## config.mk

```make
export PLATFORM = sky130hd
export DESIGN_NAME = redundant_block_merge_voter
export DESIGN_NICKNAME = d
export VERILOG_FILES = /design/src/rtl/rbmv_pkg.sv /design/src/rtl/rbmv_cfg_regs.sv /design/src/rtl/rbmv_pair_cmp.sv /design/src/rtl/rbmv_decide.sv /design/src/rtl/redundant_block_merge_voter.sv
export SDC_FILE = /design/constraint.sdc
export NUM_CORES = 1
export LEC_CHECK = 0
export BUFFER_PORTS_ARGS = -buffer_cell sky130_fd_sc_hd__buf_2
export CORE_MARGIN = 10
export CORE_UTILIZATION = 53
export CTS_BUF_LIST = sky130_fd_sc_hd__clkbuf_4
export CTS_CLUSTER_DIAMETER = 50
export DETAILED_ROUTE_END_ITERATION = 8
export HOLD_SLACK_MARGIN = 0.06
export PLACE_DENSITY = 0.89
export SLEW_MARGIN = 0
export SYNTH_ARGS = -nofsm -noshare
export SYNTH_HDL_FRONTEND = slang
export SYNTH_HIERARCHICAL = 1
export SYNTH_SLANG_ARGS = --single-unit
```

## constraint.sdc

```tcl
create_clock -name clk -period 6.1 [get_ports clk]
set_clock_uncertainty 0.05 [all_clocks]
set_input_delay 1.83 -clock clk [delete_from_list [all_inputs] [get_ports clk]]
set_output_delay 1.83 -clock clk [all_outputs]
set_load 0.005 [all_outputs]
```

## src/rtl/rbmv_pkg.sv

```systemverilog
package rbmv_pkg;

	localparam int MAX_IMAGES = 4;
	localparam int LANES      = 4;
	localparam int PAIRS      = 6;

	localparam int IMG_COUNT_MIN = 2;
	localparam int IMG_COUNT_MAX = (MAX_IMAGES < LANES) ? MAX_IMAGES : LANES;

	localparam logic [7:0] STATUS_GOOD     = 8'd1;
	localparam logic [7:0] STATUS_NOT_READ = 8'd0;

	localparam logic [2:0] IMG_COUNT_RESET  = 3'd2;
	localparam logic [7:0] WEAK_ENTRY_RESET = 8'd1;

	typedef enum logic [1:0] {
		CFG_IMAGE_COUNT = 2'd0,
		CFG_WEAK_ENTRY  = 2'd1
	} cfg_index_t;

	typedef logic [1:0] img_idx_t;
	typedef logic [1:0] score_t;
	typedef logic [LANES-1:0][7:0] lane_bytes_t;

	// pair order (0,1),(0,2),(0,3),(1,2),(1,3),(2,3)
	localparam img_idx_t PAIR_LO [PAIRS] = '{2'd0, 2'd0, 2'd0, 2'd1, 2'd1, 2'd2};
	localparam img_idx_t PAIR_HI [PAIRS] = '{2'd1, 2'd2, 2'd3, 2'd2, 2'd3, 2'd3};

	typedef struct packed {
		logic [2:0] image_count;
		logic [7:0] weak_entry;
	} cfg_t;

	typedef struct packed {
		logic             valid;
		logic             last;
		logic [PAIRS-1:0] diff;
		lane_bytes_t      status;
	} stage_t;

	typedef struct packed {
		img_idx_t   chosen_image;
		logic [7:0] merged_status;
		logic       reads_differ;
		logic       still_bad;
		score_t     best_score;
	} result_t;

	function automatic logic status_bad(input logic [7:0] s);
		return (s != STATUS_NOT_READ) && (s != STATUS_GOOD);
	endfunction

endpackage

```

## src/rtl/rbmv_cfg_regs.sv

```systemverilog
module rbmv_cfg_regs (
	input  logic          clk,
	input  logic          arst_n,
	input  logic          cfg_we,
	input  logic [1:0]    cfg_index,
	input  logic [7:0]    cfg_data,
	output rbmv_pkg::cfg_t cfg
);

	logic [2:0] image_count_q;
	logic [7:0] weak_entry_q;

	always_ff @(posedge clk or negedge arst_n) begin
		if (!arst_n) begin
			image_count_q <= rbmv_pkg::IMG_COUNT_RESET;
			weak_entry_q  <= rbmv_pkg::WEAK_ENTRY_RESET;
		end else if (cfg_we) begin
			case (cfg_index)
				rbmv_pkg::CFG_IMAGE_COUNT: image_count_q <= cfg_data[2:0];
				rbmv_pkg::CFG_WEAK_ENTRY:  weak_entry_q  <= cfg_data;
				default: ;
			endcase
		end
	end

	assign cfg.image_count = image_count_q;
	assign cfg.weak_entry  = weak_entry_q;

endmodule

```

## src/rtl/rbmv_pair_cmp.sv

```systemverilog
module rbmv_pair_cmp (
	input  logic                  clk,
	input  logic                  arst_n,
	input  logic                  adv,
	input  logic                  in_valid,
	input  rbmv_pkg::lane_bytes_t bytes_in,
	input  rbmv_pkg::lane_bytes_t status_in,
	input  logic                  last_in,
	output rbmv_pkg::stage_t      stage_s2
);

	logic                  valid_s1;
	logic                  last_s1;
	rbmv_pkg::lane_bytes_t bytes_s1;
	rbmv_pkg::lane_bytes_t status_s1;
	logic [rbmv_pkg::PAIRS-1:0] diff;
	logic                  valid_s2;
	logic                  last_s2;
	logic [rbmv_pkg::PAIRS-1:0] diff_s2;
	rbmv_pkg::lane_bytes_t status_s2;

	always_ff @(posedge clk or negedge arst_n) begin
		if (!arst_n) begin
			valid_s1 <= 1'b0;
		end else if (adv) begin
			valid_s1 <= in_valid;
		end
	end

	always_ff @(posedge clk) begin
		if (adv && in_valid) begin
			bytes_s1  <= bytes_in;
			status_s1 <= status_in;
			last_s1   <= last_in;
		end
	end

	always_comb begin
		for (int p = 0; p < rbmv_pkg::PAIRS; p++) begin
			diff[p] = bytes_s1[rbmv_pkg::PAIR_LO[p]] != bytes_s1[rbmv_pkg::PAIR_HI[p]];
		end
	end

	always_ff @(posedge clk or negedge arst_n) begin
		if (!arst_n) begin
			valid_s2 <= 1'b0;
		end else if (adv) begin
			valid_s2 <= valid_s1;
		end
	end

	always_ff @(posedge clk) begin
		if (adv && valid_s1) begin
			last_s2   <= last_s1;
			diff_s2   <= diff;
			status_s2 <= status_s1;
		end
	end

	assign stage_s2 = {valid_s2, last_s2, diff_s2, status_s2};

endmodule

```

## src/rtl/rbmv_decide.sv

```systemverilog
module rbmv_decide (
	input  logic               clk,
	input  logic               arst_n,
	input  logic               adv,
	input  rbmv_pkg::cfg_t     cfg,
	input  rbmv_pkg::stage_t   stage_s2,
	output logic               res_valid_q,
	output rbmv_pkg::result_t  res_q
);

	logic [rbmv_pkg::PAIRS-1:0] pair_mismatch_q;
	logic [rbmv_pkg::PAIRS-1:0] acc;
	logic [2:0]                 n_act;
	logic [rbmv_pkg::LANES-1:0] act;
	logic [rbmv_pkg::LANES-1:0] good;
	rbmv_pkg::score_t           score [rbmv_pkg::LANES];
	rbmv_pkg::score_t           hi;
	logic                       weak_hit;
	logic                       found_good;
	logic                       found_zero;
	rbmv_pkg::img_idx_t         pick_weak;
	rbmv_pkg::img_idx_t         pick_good;
	rbmv_pkg::img_idx_t         pick_zero;
	rbmv_pkg::result_t          res;

	assign acc = pair_mismatch_q | stage_s2.diff;

	// clamp the image count into the supported range
	always_comb begin
		n_act = cfg.image_count;
		if (n_act > 3'(rbmv_pkg::IMG_COUNT_MAX)) n_act = 3'(rbmv_pkg::IMG_COUNT_MAX);
		if (n_act < 3'(rbmv_pkg::IMG_COUNT_MIN)) n_act = 3'(rbmv_pkg::IMG_COUNT_MIN);
		for (int a = 0; a < rbmv_pkg::LANES; a++) begin
			act[a]  = 3'(a) < n_act;
			good[a] = act[a] && (stage_s2.status[a] == rbmv_pkg::STATUS_GOOD);
		end
	end

	always_comb begin
		weak_hit = 1'b0;
		for (int a = 0; a < rbmv_pkg::LANES; a++) score[a] = '0;
		for (int p = 0; p < rbmv_pkg::PAIRS; p++) begin
			if (good[rbmv_pkg::PAIR_LO[p]] && good[rbmv_pkg::PAIR_HI[p]]) begin
				if (acc[p]) begin
					weak_hit = 1'b1;
				end else begin
					score[rbmv_pkg::PAIR_LO[p]] = score[rbmv_pkg::PAIR_LO[p]] + 2'd1;
					score[rbmv_pkg::PAIR_HI[p]] = score[rbmv_pkg::PAIR_HI[p]] + 2'd1;
				end
			end
		end
	end

	// downward scans so the lowest matching image wins
	always_comb begin
		hi = '0;
		for (int a = 0; a < rbmv_pkg::LANES; a++) begin
			if (act[a] && score[a] > hi) hi = score[a];
		end
		pick_weak  = '0;
		pick_good  = '0;
		pick_zero  = '0;
		found_good = 1'b0;
		found_zero = 1'b0;
		for (int a = rbmv_pkg::LANES - 1; a >= 0; a--) begin
			if (act[a] && score[a] == hi) pick_weak = 2'(a);
			if (good[a]) begin
				pick_good  = 2'(a);
				found_good = 1'b1;
			end
			if (act[a] && stage_s2.status[a] == rbmv_pkg::STATUS_NOT_READ) begin
				pick_zero  = 2'(a);
				found_zero = 1'b1;
			end
		end
	end

	always_comb begin
		res.reads_differ = weak_hit;
		res.best_score   = weak_hit ? hi : '0;
		if (weak_hit) begin
			res.chosen_image  = pick_weak;
			res.merged_status = cfg.weak_entry;
		end else if (found_good) begin
			res.chosen_image  = pick_good;
			res.merged_status = rbmv_pkg::STATUS_GOOD;
		end else if (found_zero) begin
			res.chosen_image  = pick_zero;
			res.merged_status = rbmv_pkg::STATUS_NOT_READ;
		end else begin
			res.chosen_image  = '0;
			res.merged_status = stage_s2.status[0];
		end
		res.still_bad = rbmv_pkg::status_bad(res.merged_status);
	end

	always_ff @(posedge clk or negedge arst_n) begin
		if (!arst_n) begin
			pair_mismatch_q <= '0;
			res_valid_q     <= 1'b0;
		end else if (adv) begin
			res_valid_q <= stage_s2.valid && stage_s2.last;
			if (stage_s2.valid) begin
				pair_mismatch_q <= stage_s2.last ? '0 : acc;
			end
		end
	end

	always_ff @(posedge clk) begin
		if (adv && stage_s2.valid && stage_s2.last) begin
			res_q <= res;
		end
	end

endmodule

```

## src/rtl/redundant_block_merge_voter.sv

```systemverilog
// a result appears once the beat carrying last_byte has passed stage s1, stage s2 and the result register
// throughput: one beat per cycle; the two pipe stages and the result register only pause
// while a result is held under out_stall, which also raises in_stall
// reset: arst_n clears the pipe valids, the pair mismatch flags and the result valid,
// image_count returns to 2 and weak_entry to 1
module redundant_block_merge_voter (
	input  logic       clk,
	input  logic       arst_n,
	input  logic       in_valid,
	output logic       in_stall,
	input  logic [7:0] byte_img0,
	input  logic [7:0] byte_img1,
	input  logic [7:0] byte_img2,
	input  logic [7:0] byte_img3,
	input  logic [7:0] status_img0,
	input  logic [7:0] status_img1,
	input  logic [7:0] status_img2,
	input  logic [7:0] status_img3,
	input  logic       last_byte,
	output logic       out_valid,
	input  logic       out_stall,
	output logic [1:0] chosen_image,
	output logic [7:0] merged_status,
	output logic       reads_differ,
	output logic       still_bad,
	output logic [1:0] best_score,
	input  logic       cfg_we,
	input  logic [1:0] cfg_index,
	input  logic [7:0] cfg_data
);

	rbmv_pkg::cfg_t        cfg;
	rbmv_pkg::stage_t      stage_s2;
	rbmv_pkg::result_t     res_q;
	rbmv_pkg::lane_bytes_t bytes_in;
	rbmv_pkg::lane_bytes_t status_in;
	logic                  res_valid_q;
	logic                  adv;

	assign bytes_in  = {byte_img3, byte_img2, byte_img1, byte_img0};
	assign status_in = {status_img3, status_img2, status_img1, status_img0};

	// the whole pipe moves unless a result is held
	assign adv      = !(res_valid_q && out_stall);
	assign in_stall = !adv;

	rbmv_cfg_regs u_cfg (
		.clk       (clk),
		.arst_n    (arst_n),
		.cfg_we    (cfg_we),
		.cfg_index (cfg_index),
		.cfg_data  (cfg_data),
		.cfg       (cfg)
	);

	rbmv_pair_cmp u_cmp (
		.clk       (clk),
		.arst_n    (arst_n),
		.adv       (adv),
		.in_valid  (in_valid),
		.bytes_in  (bytes_in),
		.status_in (status_in),
		.last_in   (last_byte),
		.stage_s2  (stage_s2)
	);

	rbmv_decide u_decide (
		.clk         (clk),
		.arst_n      (arst_n),
		.adv         (adv),
		.cfg         (cfg),
		.stage_s2    (stage_s2),
		.res_valid_q (res_valid_q),
		.res_q       (res_q)
	);

	assign out_valid     = res_valid_q;
	assign chosen_image  = res_q.chosen_image;
	assign merged_status = res_q.merged_status;
	assign reads_differ  = res_q.reads_differ;
	assign still_bad     = res_q.still_bad;
	assign best_score    = res_q.best_score;

endmodule

```

==> impl_metrics.yaml, run 1 <==
detailed_routing:
  avgRoutedWirePerCell_um: 18.7
  drt-pass1-iter-count: 5
  via_per_inst: 5.92
  num_vias: 4560
  ant_nets: 0
  drt-initial-drc-count: 374
  drt-total-wl_um: 14400
  drc_errors: 0
cts:
  cts_buffers: 17
  clkLatencyLatePin_ns: 0.53
  cts_tree: "yes"
  clk_pin_slew_ns: 0.11
  cts_root_buf: "clkbuf_4"
  clockBufferDepth: 2
  h-tree-depth: 4
  cts.sinks: 138
placement:
  portBuffers: 95
  dp_hpwl_um: 10600
  dpl_cell_area_mm2: 0.00727
  gp_congestion: 0.924
die:
  num_rows: 40
  initial_core_util_pct: 54.3
  die-area_mm2: 0.0171
  die_w_um: 131
  coreArea_mm2: 0.0120
  ios: 96
  die-height_um: 131
critical_path:
  critical_path_class: "flip-flop to flip-flop"
  rr_startpoint: "u_cmp/stage_s2[2]"
  endpoint: "u_decide/res_q[12]"
  regToRegSetupSlack_ns: 0.03
  cp_max_fo: 3
  worstPathRequired_ns: 6.34
  crit_buf_inv: 0
  cpLargestDelayFamily: "simple AND/OR/NAND/NOR gates"
  startpoint_type: "flip-flop"
  cp.depth: 25
  cpMaxStageDelayCell: "or4b_4"
  cp.arrival_ns: 6.31
  cp-end-kind: "flip-flop"
  cp_common_cell: "ha_1"
  rr_worst_depth: 25
  slowest_delay_ns: 0.57
  cp-startpoint: "u_cmp/stage_s2[2]"
  timing.rr.end: "u_decide/res_q[12]"
synth:
  synth_enable_flop_cells: 118
  synth_top_family_by_area: "simple AND/OR/NAND/NOR gates"
  synth_cell_type_count: 74
  synth_xor_area_share_pct: 7.12
  ys_top_cells_by_count: "edfxtp_1 (118), xor2_1 (50), nand2_1 (30), nor2_1 (30), nor4_1 (19)"
  syn_area_per_cell_um2: 13.6
  synth_top_area_share_pct: 54.4
  synth-seq-cells: 138
  synth_async_sr_flop_share_pct: 14.5
  synth.most_common_cell: "edfxtp_1"
  synth-compound-area-share_pct: 8.49
  ys_warn_count: 6
  synthMuxAreaShare_pct: 4.15
  synth_cells: 479
  synth_area_leaders: "edfxtp_1 (54%), dfrtp_1 (6.9%), xor2_1 (6.7%), mux2_4 (1.8%), nor4_1 (1.8%)"
  synth.largest_area_cell: "edfxtp_1"
  syn_nets: 567
  synthesis.area_mm2: 0.00652
  synthSimpleGateAreaFrac_pct: 15.4
  synthAdderAreaFrac_pct: 1.54
  ys.flop_type: "edfxtp_1"
  ys_seq_area_share_pct: 62.1
grt:
  grt_start_max_net_pins: 66
  grt_util_met2_pct: 29.0
  grt_pass1_vias: 4730
  use_met1_pct: 19.3
  grt_pass1_wl_um: 22900
  antenna_found_initial: 0
  grt_usage_pct: 17.1
  grt.met3_usage_pct: 5.08
  grt_remaining_overflow: 0
  grt_busiest_layer: "met2"
sta:
  fmax_mhz: 165
  tightest_slew_ns: 1.08
  fin_tns_setup_ns: 0
  setup_viol: 0
  grt_setup_unrepaired: "true"
  maxSlewViolCount: 0
  holdWs_ns: 0.375
  post-route-period-util_pct: 99.5
  finalHoldViolCount: 0
  period_needed_ns: 6.07
  relSlewSlack_pct: 27.2
finish:
  drive_above_1_share_pct: 34.3
  fill_cells: 854
  ff_latch_area_mm2: 0.00405
  postLayoutCellArea_mm2: 0.00777
  area_growth_pct: 19.2
  multiInputGateArea_mm2: 0.00253
  nets: 698
  n_antenna_cell: 0
worst_hold_path:
  hold_path.class: "flip-flop to flip-flop"
power_and_ir_drop:
  static-leakage-power_nw: 3.00
  power_density_mw_per_mm2: 257
  total_power_mw: 2.00
  irDropWorstVdd_mv: 0.214
outcome:
  status: "complete, no violations"
job:
  cap_viol_max_count: 0
per-layer routing:
layer	vias up	part of all wire, %	wire length [µm]
met2	199	52	7460
li1	2121	-	-
met5	-	0	0
met1	2200	39	5580
met4	0	2.6	378
met3	40	7.1	1020
worst min-delay path by stage:
stage	startpoint	to	slack (ns)	depth (start not counted)
after floorplan	u_cmp/last_s1	u_cmp/last_s2	0.35	0
after global placement	u_cmp/status_s1[24]	u_cmp/stage_s2[24]	0.35	0
after CTS	u_cmp/status_s1[17]	u_cmp/stage_s2[17]	0.38	0
after global routing	u_cmp/status_s1[8]	u_cmp/stage_s2[8]	0.39	0
after detailed placement	u_cmp/status_s1[17]	u_cmp/stage_s2[17]	0.35	0
final	u_cmp/status_s1[17]	u_cmp/stage_s2[17]	0.38	0
report_power, final:
group	switching (mW)	leakage (nW)	internal, mW
Clock	0.317	0.160	0.290
Sequential	0.0644	1.35	1.14
Combinational	0.101	1.49	0.0896
layout make-up:
class | count | area share [%]
well taps | 147 | 2.37
flip-flops and latches | 138 | 52.1
multi-input cells | 323 | 32.6
clock buffers | 19 | 1.84
inverters | 7 | 0.338
clock inverters | 13 | 1.93
repair buffers | 123 | 8.82
worst register-to-register path, cell delays in order, from the launching register on:
cell and delay [ns]:
edfxtp_1 0.42, or4b_4 0.57, or2_4 0.28, nor3_4 0.18, ha_1 0.15, or4bb_1 0.42
or4_4 0.45, a21oi_4 0.19, nor2_4 0.06, nor2_1 0.10, ha_1 0.26, nor2b_4 0.14
o21ai_4 0.18, nand2_2 0.09, a21oi_2 0.15, nor2_1 0.07, a2111oi_2 0.37, a211oi_2 0.10
ha_1 0.31, nand2_1 0.09, o211ai_1 0.12, or4_4 0.52, o221ai_4 0.08, and4b_1 0.24
a211oi_2 0.15, o21ai_1 0.10
flip-flops by register name (all words and copies together), names as in the netlist, 3 cells and up:
name,cells
u_decide/pair_mismatch_q,6
u_cfg/weak_entry_q,8
u_decide/res_q,14
u_cfg/image_count_q,3
u_cmp/bytes_s1,32
u_cmp/diff_s2,6
u_cmp/stage_s2,32
u_cmp/status_s1,32
stage by stage:
stage	cells	utilization (%)	setup slack [ns]
2_1_floorplan	479	-	0.00482
3_3_place_gp	726	60.5	0.00890
3_5_place_dp	726	60.5	-0.177
4_1_cts	761	63.5	0.0370
5_1_grt	770	64.7	-0.212
6_report	770	64.7	0.0275
what timing repair did:
| item | 4_1_cts | 5_1_grt |
|---|---|---|
| hold buffers | 0 | 0 |
| resized for setup | 10 | 15 |
| cloned | 0 | 0 |
| pin swaps | 2 | 10 |
| buffers inserted | 3 | 9 |
| setup endpoints to repair | 2 | 2 |
cells by family (layout without fill, tap and decap cells):
group                    Yosys count  in the layout
AND/OR/NAND/NOR                  165            165
flip-flops                       138            138
AO/OA/AOI/OAI                     76             76
XOR/XNOR                          53             53
multiplexers                      21             21
buffers and inverters             18            162
adder cells (fa/ha/maj)            8              8
placed cells by master, fill, tap and decap left out, types with 4 or more instances in the layout:
| cell | netlist | final |
|---|---|---|
| a21oi_1 | 15 | 14 |
| a22o_1 | 8 | 8 |
| and3_1 | 4 | 4 |
| and4_1 | 5 | 5 |
| buf_2 | 4 | 95 |
| buf_4 | 2 | 28 |
| clkbuf_4 | 0 | 19 |
| dfrtp_1 | 18 | 18 |
| edfxtp_1 | 118 | 118 |
| ha_1 | 8 | 8 |
| inv_1 | 7 | 7 |
| mux2_2 | 6 | 6 |
| mux2_4 | 8 | 8 |
| mux2i_1 | 6 | 6 |
| nand2_1 | 30 | 29 |
| nand3_1 | 12 | 12 |
| nand4_1 | 9 | 9 |
| nor2_1 | 30 | 29 |
| nor3_1 | 12 | 10 |
| nor4_1 | 19 | 17 |
| o21ai_0 | 11 | 10 |
| or2_2 | 5 | 5 |
| or4_1 | 5 | 4 |
| or4_4 | 4 | 5 |
| xor2_1 | 50 | 50 |
(Power assumes the default switching activity.)
==> inputs of run 2 (changes only) <==
RECOVER_POWER = 100   (was unset)
==> run 2 against run 1 <==
The run now ends with max-capacitance violations, max-slew violations, negative setup slack left. Total power down 0.33%. Flip-flop and latch count unchanged. Maximum frequency down 0.48%. Highest routed layer unchanged. Cell area down 0.87%. Largest power group unchanged. Sequential power about the same. Count of clock-buffer cells in the layout unchanged.
==> impl_metrics.yaml, run 2 (synthesized netlist as in run 1, its figures left out) <==
outcome:
  status: "finished, violations left"
  violations: "max-capacitance violations, max-slew violations, negative setup slack"
placement:
  portBuffers: 95
  gp_congestion: 0.924
  place_ws_ns: -0.177
  dp_hpwl_um: 10600
sta:
  post-route-period-util_pct: 100
  fin_tns_setup_ns: -0.00179
  fmax_mhz: 164
  tightest_slew_ns: 3.31
  setup_slack_ns: -0.00179
  setup_viol: 1
  holdWs_ns: 0.376
  grt_setup_unrepaired: "true"
  relSlewSlack_pct: -120
  maxSlewViolCount: 106
  period_needed_ns: 6.10
  finalHoldViolCount: 0
detailed_routing:
  drc_errors: 0
  ant_nets: 0
  drt-pass1-iter-count: 6
  num_vias: 4559
  drt-initial-drc-count: 376
  drt-total-wl_um: 14400
  avgRoutedWirePerCell_um: 18.7
  via_per_inst: 5.92
worst_hold_path:
  hold_path.class: "flip-flop to flip-flop"
power_and_ir_drop:
  power_density_mw_per_mm2: 259
  total_power_mw: 1.99
  seq_power_share_pct: 60.5
  static-leakage-power_nw: 2.91
  p_sw_share_pct: 24.2
  clockPowerShare_pct: 30.5
  p_comb_share_pct: 9.0
  irDropWorstVdd_mv: 0.214
  p_int_mw: 1.51
  p_sw_mw: 0.482
cts:
  h-tree-depth: 4
  clk_pin_slew_ns: 0.12
  clockBufferDepth: 2
  cts_root_buf: "clkbuf_4"
  clkLatencyLatePin_ns: 0.53
  cts.sinks: 138
  cts_tree: "yes"
  cts_buffers: 17
finish:
  drive_above_1_share_pct: 30.2
  most-common-layout-cells: "edfxtp_1 (118), buf_2 (80), xor2_1 (50)"
  nets: 698
  final_common_cell: "edfxtp_1"
  area_growth_pct: 18.2
  utilization_pct: 64.1
  n_antenna_cell: 0
grt:
  grt_remaining_overflow: 0
  antenna_found_initial: 0
  grt_pass1_wl_um: 22900
  grt_usage_pct: 17.1
  grt_pass1_vias: 4730
  grt_start_max_net_pins: 66
die:
  ios: 96
  die-height_um: 131
  initial_core_util_pct: 54.3
  num_rows: 40
  die_w_um: 131
  die-area_mm2: 0.0171
  coreArea_mm2: 0.0120
critical_path:
  worstPathRequired_ns: 6.34
  critical_path_class: "flip-flop to flip-flop"
  regToRegSetupSlack_ns: -0.002
  startpoint_type: "flip-flop"
  cp_max_fo: 3
  cp.arrival_ns: 6.34
  cp-end-kind: "flip-flop"
job:
  cap_viol_max_count: 2
## run 2: cell types whose count changed in the layout (fill, tap and decap cells not counted)
cell      before  now
nor3b_2        1    0
nor3b_1        2    3
clkbuf_1       0   16
and2_0         0    1
mux2_4         8    1
mux2_1         0    7
and2_2         2    1
nand3b_4       1    0
buf_4         28   27
buf_2         95   80
nand3b_1       0    1
## run 2: what timing repair did
item | CTS | global route
endpoints found under the setup margin | 2 | 2
pin swaps | 2 | 10
gates resized for setup | 10 | 15
buffers inserted | 3 | 9
hold buffers | 0 | 0
## run 2: through the flow
step / area [µm²] / cells
after detailed placement: 7270 / 726
after floorplan: 6540 / 479
after CTS: 7630 / 761
after global routing: 7700 / 770
final: 7700 / 770
after global placement: 7270 / 726
## run 2: layout make-up
class,count,area (µm²)
Sequential cell,138,4050
Multi-Input combinational cell,323,2490
Fill cell,871,4310
Inverter,7,26.3
Clock buffer,19,143
Timing Repair Buffer,123,663
Tap cell,147,184
Clock inverter,13,150
## run 2: final timing paths
path | start | to | cells past startpoint
worst max-delay path | u_cmp/stage_s2[1] | u_decide/res_q[12] | 25
worst min-delay path | u_cmp/status_s1[17] | u_cmp/stage_s2[17] | 0
worst max register to register | u_cmp/stage_s2[1] | u_decide/res_q[12] | 25
worst min register to register | u_cmp/status_s1[17] | u_cmp/stage_s2[17] | 0
max in group asynchronous | arst_n | u_decide/pair_mismatch_q[5] | 1
min in group asynchronous | arst_n | u_cfg/weak_entry_q[3] | 1
## run 2: critical path: stages, from the launching register on
cell	delay [ns]
edfxtp_1	0.44
or4_4	0.56
or2_4	0.27
nor3_4	0.18
ha_1	0.16
or4bb_1	0.42
or4_4	0.45
a21oi_4	0.19
nor2_4	0.06
nor2_1	0.10
ha_1	0.25
nor2b_4	0.14
o21ai_4	0.18
nand2_2	0.09
a21oi_2	0.15
nor2_1	0.07
a2111oi_2	0.38
a211oi_2	0.10
ha_1	0.31
nand2_1	0.09
o211ai_1	0.12
or4_4	0.52
o221ai_4	0.08
and4b_1	0.24
a211oi_2	0.15
o21ai_1	0.10
## run 2: per-layer routing
metal	vias up	track usage, %	part of all wire, %
met1	2200	19.3	39
met5	-	0	0
met2	195	29.0	51
met3	43	5.08	7.0
met4	0	8.04	2.8
li1	2121	-	-
## run 2: power groups by stage
stage               Combinational (mW)  Clock, mW  Sequential, mW
finish                           0.179      0.607            1.21
global route                     0.197      0.670            1.22
CTS                              0.187      0.619            1.20
detailed placement               0.185          0            1.22
global placement                 0.175          0            1.22
floorplan                        0.118          0            1.21
==> inputs of run 3 (changes only) <==
PLACE_DENSITY = 0.83   (was 0.89)
SETUP_SLACK_MARGIN = 0.5   (was unset)
==> run 3 against run 2 <==
The flow finishes with violations (max-capacitance violations, max-slew violations). Sequential power hardly changed. Register-to-register slack better by 0.03 ns. Utilization is 0.74 points higher. Sequential share of layout area is 0.60 points lower. Flip-flop and latch count stayed put. Clock power is 6.6% higher. Global-route usage is 0.82 points higher. Maximum frequency is 0.45% higher. Non-clock buffer count is 5 higher. First-iteration DRC count is 32% lower. Critical path depth stayed put. Largest cell class unchanged.
==> impl_metrics.yaml, run 3 (synthesized netlist as in run 1, its figures left out) <==
grt:
  grt_start_max_net_pins: 43
  grt_usage_pct: 17.9
  grt_pass1_wl_um: 23600
  grt_remaining_overflow: 0
  grt_pass1_vias: 4717
  antenna_found_initial: 0
critical_path:
  cpLargestDelayFamily: "simple AND/OR/NAND/NOR gates"
  cp.arrival_ns: 6.42
  cp_common_cell: "ha_1"
  cpMaxStageDelayCell: "or4b_4"
  startpoint_type: "flip-flop"
  crit_buf_inv: 0
  critical_path_class: "flip-flop to flip-flop"
  cp-end-kind: "flip-flop"
  slowest_delay_ns: 0.56
  worstPathRequired_ns: 6.44
  cp_max_fo: 4
cts:
  hold_buffers: 0
  cts_buffers: 17
  h-tree-depth: 4
  cts_root_buf: "clkbuf_4"
  cts_tree: "yes"
  clk_pin_slew_ns: 0.12
  clkLatencyLatePin_ns: 0.54
  cts.sinks: 138
  clockBufferDepth: 2
detailed_routing:
  num_vias: 4490
  drt-total-wl_um: 14600
  avgRoutedWirePerCell_um: 18.8
  via_per_inst: 5.79
  ant_nets: 0
  drt-pass1-iter-count: 5
  drt-initial-drc-count: 255
  drc_errors: 0
die:
  die_w_um: 131
  num_rows: 40
  coreArea_mm2: 0.0120
  die-height_um: 131
  die-area_mm2: 0.0171
  initial_core_util_pct: 54.3
  ios: 96
outcome:
  status: "finished, violations left"
  violations: "max-capacitance violations, max-slew violations"
power_and_ir_drop:
  irDropWorstVdd_mv: 0.235
  total_power_mw: 2.03
  power_density_mw_per_mm2: 261
  clockPowerShare_pct: 31.9
  seq_power_share_pct: 59.4
  p_int_mw: 1.55
  p_sw_share_pct: 23.6
  p_comb_share_pct: 8.8
  p_sw_mw: 0.479
  static-leakage-power_nw: 2.95
sta:
  tightest_slew_ns: 2.52
  post-route-period-util_pct: 99.6
  fmax_mhz: 165
  holdWs_ns: 0.360
  setup_viol: 0
  period_needed_ns: 6.07
  grt_setup_unrepaired: "true"
  maxSlewViolCount: 83
  finalHoldViolCount: 0
  relSlewSlack_pct: -67.9
  setup_slack_ns: 0.0253
job:
  cap_viol_max_count: 2
finish:
  n_antenna_cell: 0
  ff_latch_area_mm2: 0.00405
  stdcell_count: 775
  area_growth_pct: 19.6
  nets: 703
  drive_above_1_share_pct: 31.4
  final_common_cell: "edfxtp_1"
  most-common-layout-cells: "edfxtp_1 (118), buf_2 (84), xor2_1 (50)"
  fill_cells: 911
  multiInputGateArea_mm2: 0.00250
  utilization_pct: 64.9
placement:
  portBuffers: 95
  dp_hpwl_um: 10900
  place_ws_ns: -0.0425
  gp_congestion: 0.901
  dp_cells: 727
worst_hold_path:
  hold_path.class: "flip-flop to flip-flop"
## run 3: changes by cell type in the layout (fill, tap and decap cells not counted), sizes merged
cell and delta:
clkinv -1, clkbuf -4, bufinv +1, inv -1, buf +9, clkinvlp +1
## run 3: final timing paths
check,slack (ns),endpoint,depth (start not counted),startpoint
setup / recovery,0.03,u_decide/res_q[13],25,u_cmp/stage_s2[2]
hold / removal,0.36,u_cmp/stage_s2[23],0,u_cmp/status_s1[23]
setup reg to reg,0.03,u_decide/res_q[13],25,u_cmp/stage_s2[2]
hold reg to reg,0.36,u_cmp/stage_s2[23],0,u_cmp/status_s1[23]
max in group asynchronous,3.92,u_cfg/weak_entry_q[4],1,arst_n
min in group asynchronous,1.42,u_cfg/weak_entry_q[7],1,arst_n
## run 3: cell type report
| cell class | count | share of cell area, % |
|---|---|---|
| clock inverter | 13 | 2.23 |
| sequential | 138 | 51.9 |
| clock buffer | 19 | 1.83 |
| tap | 147 | 2.36 |
| multi-input combinational | 323 | 32.2 |
| timing repair buffer | 128 | 9.15 |
| inverter | 7 | 0.337 |
## run 3: per-layer routing
metal  share of wire [%]  global-route usage, %  up-vias  wire, µm
met4                 2.0                   7.06        0       290
met5                   0                      0        -         0
met1                  41                   20.8     2152      6010
met3                 7.0                   6.20       26      1020
li1                    -                      -     2133         -
met2                  50                   29.7      179      7280
## run 3: worst register-to-register path, stage by stage (launching register included)
cell and delay [ns]:
edfxtp_1 0.42, or4b_4 0.56, or2_4 0.27, nor3_4 0.15, ha_1 0.18, or4bb_1 0.42
or4_4 0.45, a21oi_4 0.21, nor2_4 0.06, nor2_2 0.08, ha_1 0.25, nor2b_4 0.14
o21ai_4 0.18, nand2_2 0.11, a21oi_2 0.16, nor2_1 0.07, a2111oi_2 0.37, a211oi_2 0.10
ha_1 0.31, nand2_2 0.06, o211ai_1 0.11, or4_4 0.53, o221ai_4 0.09, and4b_1 0.24
or2_1 0.22, o21ai_1 0.14
## run 3: power by group through the flow
stage                     combinational [mW]  clock, mW  sequential [mW]
after floorplan                        0.119          0             1.21
after global placement                 0.176          0             1.22
after detailed placement               0.185          0             1.22
after CTS                              0.189      0.669             1.20
after global routing                   0.198      0.707             1.22
final                                  0.178      0.647             1.21
## run 3: stage by stage
| stage | TNS [ns] | instance area, µm² |
|---|---|---|
| detailed placement | -0.0425 | 7320 |
| global placement | 0 | 7320 |
| global route | -0.421 | 7790 |
| CTS | 0 | 7750 |
| finish | 0 | 7790 |
| floorplan | 0 | 6590 |
## run 3: timing repair
action	CTS	global route
gates resized for setup	10	13
pin swaps	0	12
buffers inserted	9	7
endpoints found under the hold margin	0	0
endpoints found under the setup margin	2	4
gates cloned	0	0
